<file path="config.mk">
export PLATFORM = sky130hd
export DESIGN_NAME = hbp_back
export DESIGN_NICKNAME = d
export VERILOG_FILES = /design/src/rtl/hbp_pkg.sv /design/src/rtl/hbp_back.sv
export SDC_FILE = /design/constraint.sdc
export NUM_CORES = 1
export LEC_CHECK = 0
export BUFFER_PORTS_ARGS = -buffer_cell sky130_fd_sc_hd__buf_2
export CAP_MARGIN = 0
export CELL_PAD_IN_SITES_DETAIL_PLACEMENT = 1
export CELL_PAD_IN_SITES_GLOBAL_PLACEMENT = 2
export CORE_MARGIN = 2
export CORE_UTILIZATION = 37
export DETAILED_ROUTE_END_ITERATION = 8
export GPL_TIMING_DRIVEN = 0
export PLACE_DENSITY_LB_ADDON = 0.1
export SYNTH_ARGS = -nofsm -noshare
export SYNTH_HDL_FRONTEND = slang
export SYNTH_SLANG_ARGS = --single-unit
</file>
<file path="constraint.sdc">
create_clock -name clk -period 3.2 [get_ports clk]
set_input_delay 0.8 -clock clk [delete_from_list [all_inputs] [get_ports clk]]
set_output_delay 0.8 -clock clk [all_outputs]
set_load 0.02 [all_outputs]
</file>
<file path="src/rtl/hbp_pkg.sv">
// shared constants and types of the huffman bit packer
package hbp_pkg;

	localparam int SYM_W       = 8;
	localparam int LEN_IN_W    = 6;
	localparam int CODE_IN_W   = 32;
	localparam int FUNC_W      = 2;
	localparam int WORD_W      = 16;
	localparam int TABLE_DEPTH = 256;
	localparam int QUEUE_DEPTH = 4;
	localparam int QCNT_W      = $clog2(QUEUE_DEPTH + 1);

	localparam logic [FUNC_W-1:0] FUNC_LOAD   = 2'd0;
	localparam logic [FUNC_W-1:0] FUNC_ENCODE = 2'd1;
	localparam logic [FUNC_W-1:0] FUNC_FLUSH  = 2'd2;

	typedef struct packed {
		logic              not_empty;
		logic [QCNT_W-1:0] count;
	} q_stat_t;

endpackage

</file>
<file path="src/rtl/hbp_back.sv">
// back end: merges codes into the bit buffer and emits 16-bit words
module hbp_back #(
	parameter int MAX_CODE_LEN = 32,
	parameter int LW = $clog2(MAX_CODE_LEN + 1),
	parameter int CB = (MAX_CODE_LEN < 32) ? MAX_CODE_LEN : 32
) (
	input  logic                          clk,
	input  logic                          arst_n,
	input  hbp_pkg::q_stat_t              q_stat,
	input  logic [LW+CB:0]                head,
	output logic                          pop,
	output logic                          dst_valid,
	input  logic                          dst_stall,
	output logic [hbp_pkg::WORD_W-1:0]    out_word,
	output logic                          last,
	output logic                          from_flush
);
	import hbp_pkg::*;

	// up to 15 leftover bits plus the longest code
	localparam int BW  = WORD_W - 1 + MAX_CODE_LEN;
	localparam int CWR = $clog2(BW + 1);
	localparam int CW  = (CWR > 6) ? CWR : 6;

	logic              h_flush;
	logic [LW-1:0]     h_len;
	logic [CB-1:0]     h_code;
	logic [BW-1:0]     buf_q;
	logic [CW-1:0]     cnt_q;
	logic              vld_q;
	logic [WORD_W-1:0] word_q;
	logic              last_q;
	logic              flush_q;
	logic              out_free;
	logic              full_word;
	logic              below_two;
	logic              emit;
	logic              merge_ok;
	logic              flush_ok;
	logic              flush_emit;
	logic [CW-1:0]     cnt_base;
	logic [BW-1:0]     merged;
	logic [CW-1:0]     merged_cnt;
	logic [WORD_W-1:0] enc_word;
	logic [4:0]        pad_sh;
	logic [WORD_W-1:0] flush_word;

	assign {h_flush, h_len, h_code} = head;

	assign out_free  = !vld_q || !dst_stall;
	assign full_word = (cnt_q >= CW'(WORD_W));
	assign below_two = (cnt_q < CW'(2 * WORD_W));
	assign emit      = full_word && out_free;

	// a new code may enter once fewer than 16 bits stay after this cycle
	assign merge_ok   = q_stat.not_empty && !h_flush && (!full_word || (emit && below_two));
	assign flush_ok   = q_stat.not_empty && h_flush && !full_word && ((cnt_q == '0) || out_free);
	assign flush_emit = flush_ok && (cnt_q != '0);
	assign pop        = merge_ok || flush_ok;

	assign cnt_base   = emit ? cnt_q - CW'(WORD_W) : cnt_q;
	assign merged     = (buf_q << h_len) | BW'(h_code);
	assign merged_cnt = cnt_base + CW'(h_len);

	assign enc_word   = WORD_W'(buf_q >> (cnt_q - CW'(WORD_W)));
	assign pad_sh     = 5'd16 - {1'b0, cnt_q[3:0]};
	assign flush_word = WORD_W'(buf_q[WORD_W-1:0] << pad_sh);

	always_ff @(posedge clk) begin
		if (merge_ok) begin
			buf_q <= merged;
		end
		if (emit) begin
			word_q  <= enc_word;
			last_q  <= below_two;
			flush_q <= 1'b0;
		end else if (flush_emit) begin
			word_q  <= flush_word;
			last_q  <= 1'b1;
			flush_q <= 1'b1;
		end
	end

	always_ff @(posedge clk or negedge arst_n) begin
		if (!arst_n) begin
			cnt_q <= '0;
			vld_q <= 1'b0;
		end else begin
			if (merge_ok) begin
				cnt_q <= merged_cnt;
			end else if (flush_ok) begin
				cnt_q <= '0;
			end else if (emit) begin
				cnt_q <= cnt_q - CW'(WORD_W);
			end
			if (emit || flush_emit) begin
				vld_q <= 1'b1;
			end else if (!dst_stall) begin
				vld_q <= 1'b0;
			end
		end
	end

	assign dst_valid  = vld_q;
	assign out_word   = word_q;
	assign last       = last_q;
	assign from_flush = flush_q;

endmodule

</file>
### Yosys cells after proc, flatten, opt, wreduce, memory -nomap -nowiden

Index checks and enable logic that the tools add are counted.

* $add $sub $neg: 3
* bitwise operators: 1
* magnitude comparators: 2
* mux-type cells: 9
* reductions and logical operators: 20
* shift operators: 3
* equal/unequal tests: 1

Operators with widths (number)
* bitwise OR 47 x 32 -> 47 bit: 1
* << shifter 47 x 6 -> 47 bit: 1
* right shift 47 x 6 -> 16 bit: 1
* 2-to-1 mux 16 bit: 2
* 2-to-1 mux 6 bit: 3
* << shifter 16 x 5 -> 16 bit: 1
* logical AND 1 bit: 8
* adder 6 bit: 1
* greater-or-equal comparator 6 x 5 -> 1 bit (second input constant): 1
* zero test 6 bit: 1
* < comparator 6 bit (second input constant): 1
* nonzero test 6 bit: 1
* subtractor 6 x 5 -> 6 bit (second input constant): 1
* logical OR 1 bit: 5
* subtractor 5 x 4 -> 5 bit (first input constant): 1
* zero test 1 bit: 4
* 2-to-1 mux 1 bit: 4
* inequality test 2 x 1 -> 1 bit (second input constant): 1
* nonzero test 2 bit: 1

* input bits: 46
* logic and storage cells: 45
* flip-flop bits (word level): 72
* output and inout bits: 20

### Depth between registers and ports, before layout

* depth after elaboration: 7
* depth in mapped cells: 14
* mapped depth without buffers: 8

### Worst setup path before layout

Ideal clock, no wire load.

* kind: reg2reg
* from: reg cnt_q[0]
* to: reg last_q, in the netlist last, enable pin
* arrival time: 2.976 ns
* slack: -0.193 ns
* buffers on the path: 5
* clock period less this slack: 3.393 ns
* cell stages (with the launch flop): 11
* library setup time: 0.417 ns
* data required time: 2.783 ns
* cell sequence: dfrtp_1 buf_6 buf_8 buf_6 buf_6 buf_4 inv_1 ha_1 nand4bb_1 nand3_1 a21boi_0

* cells in the longest elaborated chain, start to end: 6
* elaborated cells on any way between the ends: 10
* those cells by class: order compare (1); reduce/logical (9)

RTL lines
* start, declared: line hbp_back.sv:29 `logic [CW-1:0] cnt_q;`
* start signal, assigned: line hbp_back.sv:90 `cnt_q <= merged_cnt;`
* start signal, assigned: line hbp_back.sv:94 `cnt_q <= cnt_q - CW'(WORD_W);`
* greater-or-equal comparator 6 x 5 -> 1 bit: line hbp_back.sv:51 `assign full_word = (cnt_q >= CW'(WORD_W));`
* zero test 1 bit: line hbp_back.sv:57 `assign flush_ok = q_stat.not_empty && h_flush && !full_word && ((cnt_q == '0) || out_free);`
* logical AND 1 bit (2 in a row): line hbp_back.sv:57
* logical AND 1 bit: line hbp_back.sv:58 `assign flush_emit = flush_ok && (cnt_q != '0);`
* nonzero test 2 bit (no source line) (*)
* end signal, assigned: line hbp_back.sv:75 `last_q <= below_two;`
* end, declared: line hbp_back.sv:32 `logic last_q;`

Every way passes the cells marked *; elsewhere a longest branch is shown, timed or not.
A chain may end at the register's enable or synchronous reset.

### Worst setup path in the final report

* from: in head[34]
* to: reg buf_q[46] (data pin)

* cells in the longest elaborated chain, start to end: 2

RTL lines
* start, declared: line hbp_back.sv:10 `input logic [LW+CB:0] head,`
* << shifter 47 x 6 -> 47 bit: line hbp_back.sv:62 `assign merged = (buf_q << h_len) | BW'(h_code);`
* bitwise OR 47 x 32 -> 47 bit: line hbp_back.sv:62
* named net merged[46]: line hbp_back.sv:42 `logic [BW-1:0] merged;`
* end signal, assigned: line hbp_back.sv:71 `buf_q <= merged;`
* end, declared: line hbp_back.sv:28 `logic [BW-1:0] buf_q;`

The timed path passes the listed nets, and every way through them passes these cells.

==> impl_metrics.py <==
metrics = {
    "outcome": {
        "status": "complete, but fails checks",
        "violations": "setup timing",
    },
    "yosys": {
        "yosysSeqAreaShare_pct": 24.7,
        "synthMuxAreaShare_pct": 37.1,
        "synth_nets": 914,
        "synthAdderAreaFrac_pct": 1.40,
        "netlist_instances": 859,
        "synth_top_family_by_area": "multiplexers",
        "synth_ff_type": "edfxtp_1",
        "synth_compound_area_share_pct": 18.1,
        "synth_simple_gate_area_share_pct": 12.5,
        "syn_avg_cell_area_sq_um": 10.0,
        "netlist_area_sq_um": 8590,
        "yosys_warnings": 0,
        "synth_xor_area_share_pct": 0.816,
        "async_reset_ff_share_pct": 9.72,
        "synth_cell_types": 72,
        "synth_edf_count": 64,
        "synth_seq_cells": 72,
    },
    "pwr": {
        "p_comb_share_pct": 67.9,
        "seqPwrFrac_pct": 18.9,
        "switchingPower_uw": 4250,
        "clkPwrFrac_pct": 13.2,
        "power.density_nw_per_um2": 878,
        "ir_worst_vdd_mv": 0.320,
        "swShare_pct": 50.0,
        "internal_power_uw": 4260,
        "leakage_uw": 0.00364,
    },
    "cts": {
        "cts_root_buf": "clkbuf_16",
        "hold_buffers": 0,
        "cts_tree": "done",
        "ctsLongestPathBuffers": 2,
        "cts_buffers": 9,
        "clk_pin_slew_ps": 70,
        "cts_num_sinks": 72,
        "htree_levels": 3,
        "worstSkewPairLatency_ps": 370,
    },
    "global_routing": {
        "grt_max_degree": 42,
        "grt_usage_pct": 33.6,
        "grt_antenna_before_repair": 0,
        "grt-ovfl-total": 0,
        "grt_pass1_wl_microns": 59800,
        "grt_pass1_vias": 8702,
    },
    "detailed_routing": {
        "drtAntennaViolNets": 0,
        "drt_iter0_drc": 697,
        "first_pass_iters": 6,
        "via_count": 8368,
        "viasPerCell": 6.83,
        "wl_per_cell_microns": 32.9,
        "drc": 0,
        "routed_wl_microns": 40400,
    },
    "floorplanning": {
        "fp.dieArea_sq_um": 24400,
        "fp-row-count": 55,
        "die_h_microns": 156,
        "core_sq_um": 22700,
        "die_x_microns": 156,
        "ios": 66,
        "start_util_pct": 37.8,
    },
    "worst_setup_path": {
        "path_cells": "buf_2, buf_2, buf_2, buf_2, mux4_2, nand2_1, nand2_1, mux2i_1, o22ai_1",
        "r2r-start": "cnt_q[1]$_DFFE_PN0P_",
        "cp_common_cell": "buf_2",
        "cpMaxStageDelayCell": "mux2i_1",
        "reg2reg_slack_ps": 90,
        "r2r-end": "out_word[11]$_DFFE_PP_",
        "cp_top_family": "buffers and inverters",
        "end_kind": "flop",
        "startpoint_type": "input pin",
        "reg2regPathDepth": 8,
        "worstPathMaxFanout": 10,
        "slowest_delay_ps": 540,
        "worstPathArrival_ps": 3340,
        "crit_required_ps": 3270,
        "crit_buf_inv": 4,
        "crit_type": "in2reg",
    },
    "cells_and_area": {
        "fin_nets": 991,
        "final_cell_mix": "96 x nand2_1, 84 x buf_2, 84 x mux4_2",
        "utilization_pct": 42.7,
        "diodes": 0,
        "mostFrequentLayoutCell": "nand2_1",
        "final_layout_size_suffix_gt1_share_pct": 28.2,
        "area_growth_pct": 12.9,
        "instances_no_fill": 1226,
        "fin_area_sq_um": 9690,
    },
    "min_path": {
        "hold_class": "in2async",
    },
    "timing": {
        "slew_viol_final": 0,
        "hold_viol": 0,
        "rsz0062_at_grt": "true",
        "period_share_pct": 102,
        "finalSetupViolCount": 1,
        "tightest_slew_ps": 1230,
        "clock-skew-final_ps": 12.2,
        "tns_ps": -72.1,
        "post-route-min-period_ps": 3270,
        "setup_ws_ps": -72.1,
        "fmax_mhz": 306,
        "max_slew_margin_pct": 17.4,
    },
    "placed_design": {
        "gp_congestion": 1.02,
        "port_buffers": 62,
        "dpl.hpwl_microns": 31400,
        "placed_area_sq_um": 9280,
        "place_ws_ps": -660,
        "dp.cells": 1207,
    },
    "run": {
        "max_cap_violations": 0,
    },
}
==> power groups by stage <==
| stage | registers [uW] | clock network, uW | logic, uW |
|---|---|---|---|
| after detailed placement | 1620 | 0 | 5530 |
| after global placement | 1620 | 0 | 5480 |
| after CTS | 1600 | 1120 | 5600 |
| after global routing | 1630 | 1150 | 6120 |
| after floorplan | 1690 | 0 | 3650 |
| final | 1610 | 1120 | 5780 |
==> cells in the mapped netlist, types with 5 or more instances <==
cell / instances / area, sq um
a22oi_1: 9 / 67.6
buf_2: 20 / 100
or3_1: 5 / 31.3
nor3_1: 9 / 45.0
mux4_2: 84 / 1890
a21oi_1: 28 / 140
a211oi_1: 15 / 113
a21o_1: 11 / 82.6
o211ai_1: 9 / 67.6
a31oi_1: 9 / 56.3
o22ai_1: 26 / 163
edfxtp_1: 64 / 1920
o32ai_1: 5 / 43.8
a211o_1: 6 / 52.6
nand2_1: 96 / 360
a221oi_1: 9 / 78.8
inv_1: 16 / 60.1
nand2b_1: 6 / 37.5
clkbuf_1: 38 / 143
nor2_1: 70 / 263
o221ai_1: 5 / 43.8
buf_1: 14 / 52.6
buf_4: 6 / 45.0
o21ai_0: 42 / 210
ha_1: 8 / 100
mux2_2: 38 / 428
mux2i_1: 77 / 771
dfrtp_1: 7 / 175
nand3_1: 17 / 85.1
o21bai_1: 15 / 113
nor2b_1: 13 / 81.3
o21a_1: 7 / 52.6
==> how the worst max path moves through the flow <==
stage,start,endpoint,slack [ps],depth (start not counted)
global placement,head[33],buf_q[46]$_DFFE_PP_,-730,7
floorplan,cnt_q[0]$_DFFE_PN0P_,out_word[12]$_DFFE_PP_,60,14
CTS,cnt_q[1]$_DFFE_PN0P_,pop,-80,8
finish,head[34],buf_q[46]$_DFFE_PP_,-70,9
global route,cnt_q[0]$_DFFE_PN0P_,pop,-10,10
detailed placement,head[33],buf_q[46]$_DFFE_PP_,-660,7
==> logic make-up (layout without fill, tap and decap cells) <==
family / Yosys count / count (layout)
flops: 72 / 72
compound gates: 226 / 226
simple gates: 240 / 240
buf+inv: 101 / 183
fa+ha+maj: 9 / 9
xor+xnor: 8 / 8
mux: 203 / 203
==> per-layer routing <==
layer	share of wire, %	vias to the layer above	track usage [%]
li1	-	3554	-
met1	38	4233	40.0
met2	49	471	58.4
met3	6.1	110	5.48
met4	6.4	0	17.6
met5	0	-	0
==> registers in the layout, indices dropped and copies added, names as in the netlist <==
signal / flops
from_flush: 1
dst_valid: 1
out_word: 16
last: 1
buf_q: 47
cnt_q: 6
==> metrics by stage <==
stage | hold slack, ps | power [uW]
2_1_floorplan | 504 | 5340
3_3_place_gp | 452 | 7100
3_5_place_dp | 472 | 7150
4_1_cts | 277 | 8320
5_1_grt | 277 | 8910
6_report | 272 | 8510
==> worst register-to-register path, stage by stage (launching register included) <==
cell,delay [ps]
dfrtp_1,350
buf_2,260
buf_1,570
buf_2,410
mux4_2,390
mux2i_1,260
nor2_1,70
a211oi_1,390
o211ai_1,140
==> final cells by class <==
type                    instances  area [sq um]
inverters                      18          78.8
multi-input cells             686          6030
fillers                      2594         13000
plain buffers                  77           395
repair buffers                 72           415
clock buffers                   9           225
flip-flops and latches         72          2120
clock inverters                 7          71.3
well taps                     285           357
==> what timing repair did <==
item                                    CTS  global route
setup buffers                             4             4
cloned                                    0             1
endpoints found under the setup margin   41            26
pin swaps                                 1             2
resized for setup                        14            13
Note: power is estimated with default switching activity, not from simulation.
