$ cat config.mk
export PLATFORM = sky130hd
export DESIGN_NAME = hbp_fifo
export DESIGN_NICKNAME = d
export VERILOG_FILES = /design/src/rtl/hbp_pkg.sv /design/src/rtl/hbp_fifo.sv
export SDC_FILE = /design/constraint.sdc
export NUM_CORES = 1
export LEC_CHECK = 0
export BUFFER_PORTS_ARGS = -buffer_cell sky130_fd_sc_hd__buf_4
export CORE_MARGIN = 2
export CORE_UTILIZATION = 50
export CTS_BUF_LIST = sky130_fd_sc_hd__clkbuf_4 sky130_fd_sc_hd__clkbuf_8 sky130_fd_sc_hd__clkbuf_16
export DETAILED_ROUTE_END_ITERATION = 10
export PLACE_DENSITY_LB_ADDON = 0.08
export SLEW_MARGIN = 10
export SYNTH_ARGS = -nofsm -noshare
export SYNTH_HDL_FRONTEND = slang
export SYNTH_SLANG_ARGS = --single-unit
$ cat constraint.sdc
create_clock -name clk -period 5.2 [get_ports clk]
set_input_delay 0.26 -clock clk [delete_from_list [all_inputs] [get_ports clk]]
set_output_delay 0.26 -clock clk [all_outputs]
set_load 0.02 [all_outputs]
$ cat src/rtl/hbp_pkg.sv
// shared constants and types of the huffman bit packer
package hbp_pkg;

	localparam int SYM_W       = 8;
	localparam int LEN_IN_W    = 6;
	localparam int CODE_IN_W   = 32;
	localparam int FUNC_W      = 2;
	localparam int WORD_W      = 16;
	localparam int TABLE_DEPTH = 256;
	localparam int QUEUE_DEPTH = 4;
	localparam int QCNT_W      = $clog2(QUEUE_DEPTH + 1);

	localparam logic [FUNC_W-1:0] FUNC_LOAD   = 2'd0;
	localparam logic [FUNC_W-1:0] FUNC_ENCODE = 2'd1;
	localparam logic [FUNC_W-1:0] FUNC_FLUSH  = 2'd2;

	typedef struct packed {
		logic              not_empty;
		logic [QCNT_W-1:0] count;
	} q_stat_t;

endpackage

$ cat src/rtl/hbp_fifo.sv
// short queue between the table lookup and the bit merger
module hbp_fifo #(
	parameter int WIDTH = 39
) (
	input  logic             clk,
	input  logic             arst_n,
	input  logic             push,
	input  logic [WIDTH-1:0] din,
	input  logic             pop,
	output logic [WIDTH-1:0] dout,
	output hbp_pkg::q_stat_t stat
);
	import hbp_pkg::*;

	localparam int PW = $clog2(QUEUE_DEPTH);

	logic [WIDTH-1:0]  mem_q [QUEUE_DEPTH];
	logic [PW-1:0]     wr_ptr_q;
	logic [PW-1:0]     rd_ptr_q;
	logic [QCNT_W-1:0] cnt_q;

	always_ff @(posedge clk) begin
		if (push) begin
			mem_q[wr_ptr_q] <= din;
		end
	end

	always_ff @(posedge clk or negedge arst_n) begin
		if (!arst_n) begin
			wr_ptr_q <= '0;
			rd_ptr_q <= '0;
			cnt_q    <= '0;
		end else begin
			if (push) begin
				wr_ptr_q <= (wr_ptr_q == PW'(QUEUE_DEPTH - 1)) ? '0 : wr_ptr_q + 1'b1;
			end
			if (pop) begin
				rd_ptr_q <= (rd_ptr_q == PW'(QUEUE_DEPTH - 1)) ? '0 : rd_ptr_q + 1'b1;
			end
			if (push && !pop) begin
				cnt_q <= cnt_q + 1'b1;
			end else if (pop && !push) begin
				cnt_q <= cnt_q - 1'b1;
			end
		end
	end

	assign dout           = mem_q[rd_ptr_q];
	assign stat.not_empty = (cnt_q != '0);
	assign stat.count     = cnt_q;

endmodule

## Word level (Yosys, flattened, before mapping)

Memories as Yosys holds them, arrays and structs flattened.
Cells that the tools add are included.

| word-level totals | value |
|---|---|
| memories | 1 |
| bits in writable memories | 156 |
| ROM bits | 0 |
| output and inout port bits | 43 |
| latch bits | 0 |
| input port bits | 43 |
| bits in registers | 7 |
| logic and storage cells | 22 |

Memory list:

| memory | words | width | rd ports | clocked after Yosys merged registers in | write ports | RTL line | source |
|---|---|---|---|---|---|---|---|
| mem_q | 4 | 39 | 1 | 0 | 1 | hbp_fifo.sv:17 | `logic [WIDTH-1:0] mem_q [QUEUE_DEPTH];` |

| cells by class | value |
|---|---|
| equal/unequal tests | 2 |
| shift-type cells | 0 |
| multipliers | 0 |
| multiplexer cells | 6 |
| order comparisons | 0 |
| add/subtract/negate cells | 4 |
| bitwise operators | 0 |
| divide/modulo/power cells | 0 |
| reduce and logical (&&, ||, !) cells | 6 |

Operators by type and width:

| cell | number |
|---|---|
| $mux W3 | 2 |
| $add A2 B1 Y2 const B | 2 |
| $eq A2 B2 Y1 const B | 2 |
| $mux W2 | 2 |
| $add A3 B1 Y3 const B | 1 |
| $reduce_bool A3 Y1 | 1 |
| $sub A3 B1 Y3 const B | 1 |
| $logic_and A1 B1 Y1 | 2 |
| $logic_not A1 Y1 | 2 |
| $mux W1 | 2 |
| $reduce_bool A2 Y1 | 1 |

## Logic depth before layout (Yosys ltp)

Gate-level depths: netlist of the first run.

| depth | value |
|---|---|
| depth after elaboration | 4 |
| depth in mapped cells | 7 |
| depth with buffers taken out | 7 |

## Worst setup path after synthesis of the first run

OpenSTA, ideal clock, no wires.

| timing | value |
|---|---|
| path type | flip-flop to flip-flop |
| start | register wr_ptr_q[0] |
| end | memory mem_q[0][0], enable pin |
| required time | 4.800 ns |
| arrival time | 1.569 ns |
| buffers on the path | 0 |
| library setup time | 0.400 ns |
| cell stages (with the launch flop) | 4 |
| path slack | 3.231 ns |
| period minus slack after synthesis | 1.969 ns |
| path through | dfrtp_1 -> inv_1 -> ha_1 -> and2_1 |

RTL lines:

| element | RTL line | source |
|---|---|---|
| from (decl) | hbp_fifo.sv:18 | `logic [PW-1:0] wr_ptr_q;` |
| from (signal assigned) | hbp_fifo.sv:35 | `wr_ptr_q <= (wr_ptr_q == PW'(QUEUE_DEPTH - 1)) ? '0 : wr_ptr_q + 1'b1;` |
| to (decl) | hbp_fifo.sv:17 |  |

No word-level cell before the write port.

## Final worst setup path of the first run

| timing | value |
|---|---|
| start | register rd_ptr_q[0] |
| end | output dout[24] |

| on the way | value |
|---|---|
| word-level cells in the longest chain between the ends | 1 |

RTL lines:

| element | RTL line | source |
|---|---|---|
| from (decl) | hbp_fifo.sv:19 | `logic [PW-1:0] rd_ptr_q;` |
| from (signal assigned) | hbp_fifo.sv:38 | `rd_ptr_q <= (rd_ptr_q == PW'(QUEUE_DEPTH - 1)) ? '0 : rd_ptr_q + 1'b1;` |
| $mem_v2 Z4 W39 | -- |  |
| to (decl) | hbp_fifo.sv:10 | `output logic [WIDTH-1:0] dout,` |

Every way passes these cells.

==> results of run 1 <==
==> kinds of logic after synthesis <==
logic type	after synthesis	share of synthesized area, %
AO/OA/AOI/OAI	2	0.165
AND/OR/NAND/NOR	10	0.823
adder cells (fa/ha/maj)	7	1.56
multiplexers	42	15.1
XOR/XNOR	3	0.432
buffers and inverters	13	2.08
flip-flops	163	79.9
==> final cells by class <==
class	count	area share, %
clock buffer	20	5.99
clock inverter	12	2.81
inverter	4	0.201
multi-input combinational	64	14.7
sequential	163	65.0
tap	147	2.46
timing repair buffer	87	8.77
==> through the flow <==
step | setup slack (ns) | instances
6_report | 2.41 | 497
5_1_grt | 2.20 | 497
4_1_cts | 2.30 | 497
3_5_place_dp | 2.75 | 464
3_3_place_gp | 2.75 | 464
2_1_floorplan | 3.23 | 240
==> sequential cells by signal, summed over array words and instances, names as in the netlist <==
signal / cells
rd_ptr_q: 2
mem_q: 156
wr_ptr_q: 2
cnt_q: 3
==> layout by cell type (no fill, tap or decap), drive strengths merged <==
| cell | instances |
|---|---|
| bufinv | 6 |
| dlygate4sd3 | 1 |
| nor2 | 3 |
| o21ai | 2 |
| mux2 | 3 |
| clkinvlp | 1 |
| xor2 | 2 |
| dfrtp | 7 |
| fa | 1 |
| nand2 | 2 |
| mux4 | 39 |
| ha | 6 |
| clkinv | 5 |
| inv | 4 |
| xnor2 | 1 |
| clkbuf | 20 |
| and2 | 4 |
| edfxtp | 156 |
| buf | 86 |
| or3 | 1 |
==> worst max-delay path by stage <==
stage,from,end,slack [ns],cells after the start
floorplan,wr_ptr_q[0],mem_q[0][0],3.23,3
global placement,rd_ptr_q[0],dout[24],2.75,3
detailed placement,rd_ptr_q[0],dout[24],2.75,3
CTS,rd_ptr_q[0],dout[24],2.30,3
global route,rd_ptr_q[0],dout[24],2.20,3
finish,rd_ptr_q[0],dout[24],2.41,3
==> Yosys cell counts <==
cell	number	area (µm²)
sky130_fd_sc_hd__fa_1	1	20.0
sky130_fd_sc_hd__inv_1	4	15.0
sky130_fd_sc_hd__or3_1	1	6.26
sky130_fd_sc_hd__mux4_1	1	26.3
sky130_fd_sc_hd__buf_6	1	11.3
sky130_fd_sc_hd__xor2_1	2	17.5
sky130_fd_sc_hd__dfrtp_1	7	175
sky130_fd_sc_hd__buf_2	4	20.0
sky130_fd_sc_hd__nor2_1	3	11.3
sky130_fd_sc_hd__mux2_2	3	33.8
sky130_fd_sc_hd__ha_1	6	75.1
sky130_fd_sc_hd__o21ai_0	2	10.0
sky130_fd_sc_hd__edfxtp_1	156	4680
sky130_fd_sc_hd__mux4_2	38	856
sky130_fd_sc_hd__nand2_1	2	7.51
sky130_fd_sc_hd__xnor2_1	1	8.76
sky130_fd_sc_hd__and2_1	4	25.0
sky130_fd_sc_hd__buf_12	4	80.1
==> power by group <==
part | internal (mW) | switching, mW
sequential | 1.69 | 0.163
combinational | 0.623 | 0.630
clock | 0.910 | 0.460
total | 3.23 | 1.25
==> repair_timing <==
item / CTS / global route
endpoints found under the hold margin: 7 / 0
buffers inserted: 0 / 0
resized for setup: 0 / 0
hold buffers: 1 / 0
==> metal layers <==
metal	GRT usage (%)	vias up	wire [µm]
li1	-	1204	-
met1	19.6	1330	4160
met2	26.0	54	4880
met3	4.71	14	358
met4	7.32	0	166
met5	0	-	0
==> flow_metrics.env, run 1 <==
export IMPL_grt_max_degree=42
export IMPL_reg2reg_setup_slack_ns=3.26
export IMPL_postSynthRegisterBits=163
export IMPL_cts_reportedPaths_clkPinSlew_ns=0.06
export IMPL_run_status="finished clean"
export IMPL_vias_per_cell=5.24
export IMPL_post_route_cells_drive_above_1_share_pct=46.6
export IMPL_maxCapViolCount=0
export IMPL_share_of_synthesized_area_occupied_by_flip_flops_and_latches_pct=79.9
export IMPL_timing_critical_path_cells="buf_4 -> mux4_1 -> buf_4"
export IMPL_sequential_cell_area_um2=4860
export IMPL_static_leakage_power_nw=2.63
export IMPL_min_period_ns=2.79
export IMPL_cellPowerDensity_nw_per_um2=599
export IMPL_timing_hold_ws_ns=0.0489
export IMPL_post_synthesis_net_count=290
export IMPL_reg_to_reg_end="mem_q[0][34]"
export IMPL_coreArea_um2=12000
export IMPL_n_antenna_cell=0
export IMPL_dpl_hpwl_um=5290
export IMPL_syn_avg_cell_area_um2=25.3
export IMPL_num_io_pins=86
export IMPL_wire_length_of_the_first_global_routing_pass_um=14600
export IMPL_crit_path_frequent_cell="sky130_fd_sc_hd__buf_4"
export IMPL_drt_first_iter_violations=96
export IMPL_finalSetupViolations=0
export IMPL_die_area_um2=13100
export IMPL_ant_nets=0
export IMPL_critical_path_reg2reg_startpoint="wr_ptr_q[0]"
export IMPL_endpoint_with_the_worst_hold_slack="mem_q[1][7]"
export IMPL_layout_core_utilization_pct=62.5
export IMPL_worst_setup_path_end_kind="output port"
export IMPL_ys_warnings_count=0
export IMPL_antenna_found_initial=0
export IMPL_design_power_total_mw=4.48
export IMPL_cp_required_ns=4.94
export IMPL_first_pass_iters=4
export IMPL_critPathArrivalTime_ns=2.53
export IMPL_cts_tree="yes"
export IMPL_total_number_of_vias=2602
export IMPL_timing_final_hold_violations=0
export IMPL_core_rowCount=40
export IMPL_placed_cell_area_um2=6810
export IMPL_grt_remaining_overflow=0
export IMPL_die_extent_in_x_um=114
export IMPL_aggregate_routed_wire_length_um=9560
export IMPL_wl_per_cell_um=19.2
export IMPL_crit_path_max_incr_delay_ns=0.76
export IMPL_irDropWorstVdd_mv=0.314
export IMPL_family_of_cells_with_the_greatest_summed_delay_on_the_critical_path="flip-flops"
export IMPL_crit_path_start_kind="flop"
export IMPL_maxSlewHeadroom_pct=26.3
export IMPL_cts_sinks=163
export IMPL_crit_path_top_delay_cell="sky130_fd_sc_hd__dfrtp_2"
export IMPL_timing_reg2reg_worst_path_depth=3
export IMPL_num_fill_cells=837
export IMPL_grtUsageTotal_pct=15.9
export IMPL_insertion_delay_ns=0.41
export IMPL_timing_final_crit_share_pct=53.7
export IMPL_synth_cells=240
export IMPL_initial_utilization_pct=50.9
export IMPL_layout_nets=387
export IMPL_port_buffers=85
export IMPL_crit_fanout=24
export IMPL_cts_htree_levels=4
export IMPL_areaGrowthSynthToFinish_pct=22.9
export IMPL_final_setup_tns_ns=0
export IMPL_multi_input_combinational_cell_area_um2=1100
export IMPL_cts_root_to_sink_buffers=2
export IMPL_die_h_um=114
export IMPL_numCtsBuffers=17
export IMPL_fmax_mhz=358
export IMPL_worstMarginPinSlew_ns=1.11
export IMPL_min_from="din[7]"
export IMPL_timing_hold_worst_path_depth=1
export IMPL_final_design_area_no_fill_um2=7480
export IMPL_grt_setup_unrepaired="false"
export IMPL_synth_distinct_cells=18
export IMPL_hold_class="in2reg"
export IMPL_drc=0
export IMPL_place_congestion=0.649
export IMPL_grt_pass1_vias=2792
export IMPL_worstSetupPathType="reg2out"
export IMPL_syn_area_um2=6080
export IMPL_clock_root_buffer="sky130_fd_sc_hd__clkbuf_16"
export IMPL_cp_num_buf_inv=2
export IMPL_final_setup_skew_ns=0.00546
export IMPL_timing_max_transition_violations_final=0
Power figures use the tool's default switching activity.
==> inputs of run 2 (changes only) <==
- ABC_AREA: not set -> 1
- clock period: 5.2 -> 2.3 ns (I/O delays scaled with it)
==> run 2 against run 1 <==
- clock power up 95%
- design area rose by 13%
- sequential power rose by 110%
- flip-flop and latch count did not move
- critical endpoint is now dout[23]
- clock skew is essentially flat
- highest routed layer unchanged
- area after synthesis grew 9.3%
- via count rose by 58%
- setup slack lost 2.2 ns
- utilization rose by 1.8 points
- largest cell class unchanged
- hold slack lost 0.0021 ns
- routed wire length rose by 30%
- largest power group unchanged
==> flow_metrics.env, run 2 <==
export IMPL_timing_max_transition_violations_final=0
export IMPL_post_synth_top_count_cell="sky130_fd_sc_hd__edfxtp_1"
export IMPL_internal_power_mw=6.84
export IMPL_die_area_um2=14200
export IMPL_clock_power_share_pct=25.8
export IMPL_cts_hold_repair_buffers=42
export IMPL_syn_avg_cell_area_um2=13.1
export IMPL_n_antenna_cell=0
export IMPL_netlist_top_cells_area="sky130_fd_sc_hd__edfxtp_1, sky130_fd_sc_hd__o211ai_1, sky130_fd_sc_hd__nand2_1"
export IMPL_irDropWorstVdd_mv=0.600
export IMPL_worstMarginPinSlew_ns=0.508
export IMPL_timing_critical_path_cells="inv_4 -> buf_12 -> nand2_1 -> o211ai_1 -> nand2_1 -> buf_4"
export IMPL_cts_reportedPaths_clkPinSlew_ns=0.06
export IMPL_seq_power_share_pct=38.3
export IMPL_vias_per_cell=4.98
export IMPL_worst_setup_path_end_kind="output port"
export IMPL_die_h_um=119
export IMPL_share_of_synthesized_area_occupied_by_flip_flops_and_latches_pct=73.1
export IMPL_combPwrFrac_pct=35.9
export IMPL_crit_path_max_incr_delay_ns=0.42
export IMPL_synth_cells=507
export IMPL_core_rowCount=42
export IMPL_cts_root_to_sink_buffers=2
export IMPL_biggestRegsByFlops="mem_q x156, cnt_q x3"
export IMPL_die_extent_in_x_um=119
export IMPL_min_period_ns=2.08
export IMPL_fmax_mhz=481
export IMPL_finalSetupViolations=0
export IMPL_mostFrequentLayoutCells="sky130_fd_sc_hd__edfxtp_1, sky130_fd_sc_hd__nand2_1, sky130_fd_sc_hd__buf_4"
export IMPL_timing_final_hold_violations=0
export IMPL_cts_htree_levels=4
export IMPL_antenna_found_initial=0
export IMPL_final_setup_skew_ns=0.00553
export IMPL_numCtsBuffers=17
export IMPL_grt_max_degree=47
export IMPL_regMostFlops="mem_q"
export IMPL_num_fill_cells=1005
export IMPL_synth_top_area_share_pct=70.4
export IMPL_clock_root_buffer="sky130_fd_sc_hd__clkbuf_16"
export IMPL_ys_warnings_count=0
export IMPL_port_buffers=85
export IMPL_post_route_cells_drive_above_1_share_pct=20.3
export IMPL_worstSetupPathType="reg2out"
export IMPL_static_leakage_power_nw=3.48
export IMPL_drc=0
export IMPL_drt_first_iter_violations=167
export IMPL_synthDominantAreaCellType="sky130_fd_sc_hd__edfxtp_1"
export IMPL_grt_remaining_overflow=0
export IMPL_flip_flop_count_of_the_largest_register_all_copies_and_words_added=156
export IMPL_crit_fanout=46
export IMPL_crit_path_top_delay_cell="sky130_fd_sc_hd__dfrtp_1"
export IMPL_aggregate_routed_wire_length_um=12400
export IMPL_number_of_synthesized_flops_with_an_enable_pin=156
export IMPL_layout_commonest_cell="sky130_fd_sc_hd__edfxtp_1"
export IMPL_post_cts_setup_buffers=0
export IMPL_ys_top_cells_by_count="sky130_fd_sc_hd__edfxtp_1, sky130_fd_sc_hd__nand2_1, sky130_fd_sc_hd__inv_1"
export IMPL_areaGrowthSynthToFinish_pct=27.0
export IMPL_run_status="finished clean"
export IMPL_wl_met3_um=564
export IMPL_total_number_of_vias=4117
export IMPL_first_pass_iters=5
export IMPL_insertion_delay_ns=0.42
export IMPL_postSynthRegisterBits=163
export IMPL_layout_nets=688
export IMPL_num_io_pins=86
export IMPL_cts_sinks=163
export IMPL_maxUsedRoutingLayer="met4"
export IMPL_wl_met1_um=5480
export IMPL_final_setup_tns_ns=0
export IMPL_critPathArrivalTime_ns=1.96
export IMPL_yosys_most_used_dff="sky130_fd_sc_hd__edfxtp_1"
export IMPL_dr_wl_met2_um=6110
export IMPL_synth_async_sr_flop_share_pct=4.29
export IMPL_grt_setup_unrepaired="false"
export IMPL_place_congestion=0.797
export IMPL_cts_tree="yes"
export IMPL_dpl_hpwl_um=7390
export IMPL_design_power_total_mw=10.3
export IMPL_maxCapViolCount=0
export IMPL_timing_final_crit_share_pct=90.4
export IMPL_cellPowerDensity_nw_per_um2=1230
export IMPL_post_synthesis_net_count=557
export IMPL_coreArea_um2=13100
export IMPL_synth_distinct_cells=17
export IMPL_power_net_switching_mw=3.50
export IMPL_ant_nets=0
export IMPL_power_switching_fraction_pct=33.9
export IMPL_crit_path_start_kind="flop"
export IMPL_grtUsageTotal_pct=18.4
export IMPL_hold_class="in2async"
export IMPL_grt_pass1_vias=4103
export IMPL_syn_area_um2=6650
export IMPL_initial_utilization_pct=50.6
export IMPL_cp_required_ns=2.18
export IMPL_crit_path_frequent_cell="sky130_fd_sc_hd__nand2_1"
export IMPL_wire_length_of_the_first_global_routing_pass_um=19900
export IMPL_wl_per_cell_um=15.0
export IMPL_maxSlewHeadroom_pct=66.1
export IMPL_cts_repair_resized=0
[run 2: final cells by class]
| cell class | instances | area (µm²) | share of cell area (%) |
|---|---|---|---|
| Sequential cell | 163 | 4860 | 57.6 |
| Multi-Input combinational cell | 228 | 1230 | 14.6 |
| Timing Repair Buffer | 137 | 1220 | 14.5 |
| Clock buffer | 21 | 455 | 5.39 |
| Inverter | 91 | 344 | 4.07 |
| Tap cell | 176 | 220 | 2.61 |
| Clock inverter | 11 | 111 | 1.32 |
[run 2: worst max-delay path: cells and delay by family (launching register included)]
family                 cells  cell delay [ns]
buffers and inverters      3             0.83
DFF                        1             0.42
and+or+nand+nor            2             0.22
AOI/OAI and AO/OA          1             0.09
[run 2: metal layers]
layer	vias up	GRT usage [%]
li1	2018	-
met1	1979	23.6
met2	98	30.1
met3	22	4.21
met4	0	8.53
met5	-	0
[run 2: power groups by stage]
stage                     Clock, mW  Sequential (mW)  Combinational (mW)
after floorplan                   0             4.04                2.36
after global placement            0             4.01                3.63
after detailed placement          0             4.03                3.68
after CTS                      2.72             3.97                3.75
after global routing           2.83             4.01                4.07
final                          2.67             3.96                3.71
[run 2: kinds of logic (layout without fill, tap and decap cells)]
logic type / Yosys count / after routing / share of synthesized area (%)
and+or+nand+nor: 138 / 138 / 7.84
buffers and inverters: 116 / 260 / 8.43
AOI/OAI and AO/OA: 82 / 82 / 9.10
DFF: 163 / 163 / 73.1
xor gates and xnor gates: 1 / 1 / 0.132
adders and majority gates: 7 / 7 / 1.43
[run 2: metrics by stage]
stage	hold slack, ns	std cells	utilization [%]	cell area, µm²	worst slack (ns)
4_1_cts	0.0283	827	64.3	8440	0.206
3_3_place_gp	-0.0677	753	56.8	7460	0.705
5_1_grt	0.0684	827	64.3	8440	0.0864
3_5_place_dp	-0.0620	753	56.8	7460	0.667
6_report	0.0468	827	64.3	8440	0.220
2_1_floorplan	-0.181	507	-	6650	0.479
[run 2: path summary, 6_finish.rpt]
check	slack, ns	depth (start not counted)	from	end
worst max-delay path	0.22	6	rd_ptr_q[0]	dout[23]
worst min-delay path	0.05	2	arst_n	cnt_q[0]
worst max register to register	0.67	5	wr_ptr_q[0]	mem_q[2][15]
worst min register to register	0.51	2	cnt_q[2]	cnt_q[2]
max in group asynchronous	2.12	2	arst_n	rd_ptr_q[1]
min in group clk	0.44	2	din[12]	mem_q[3][12]
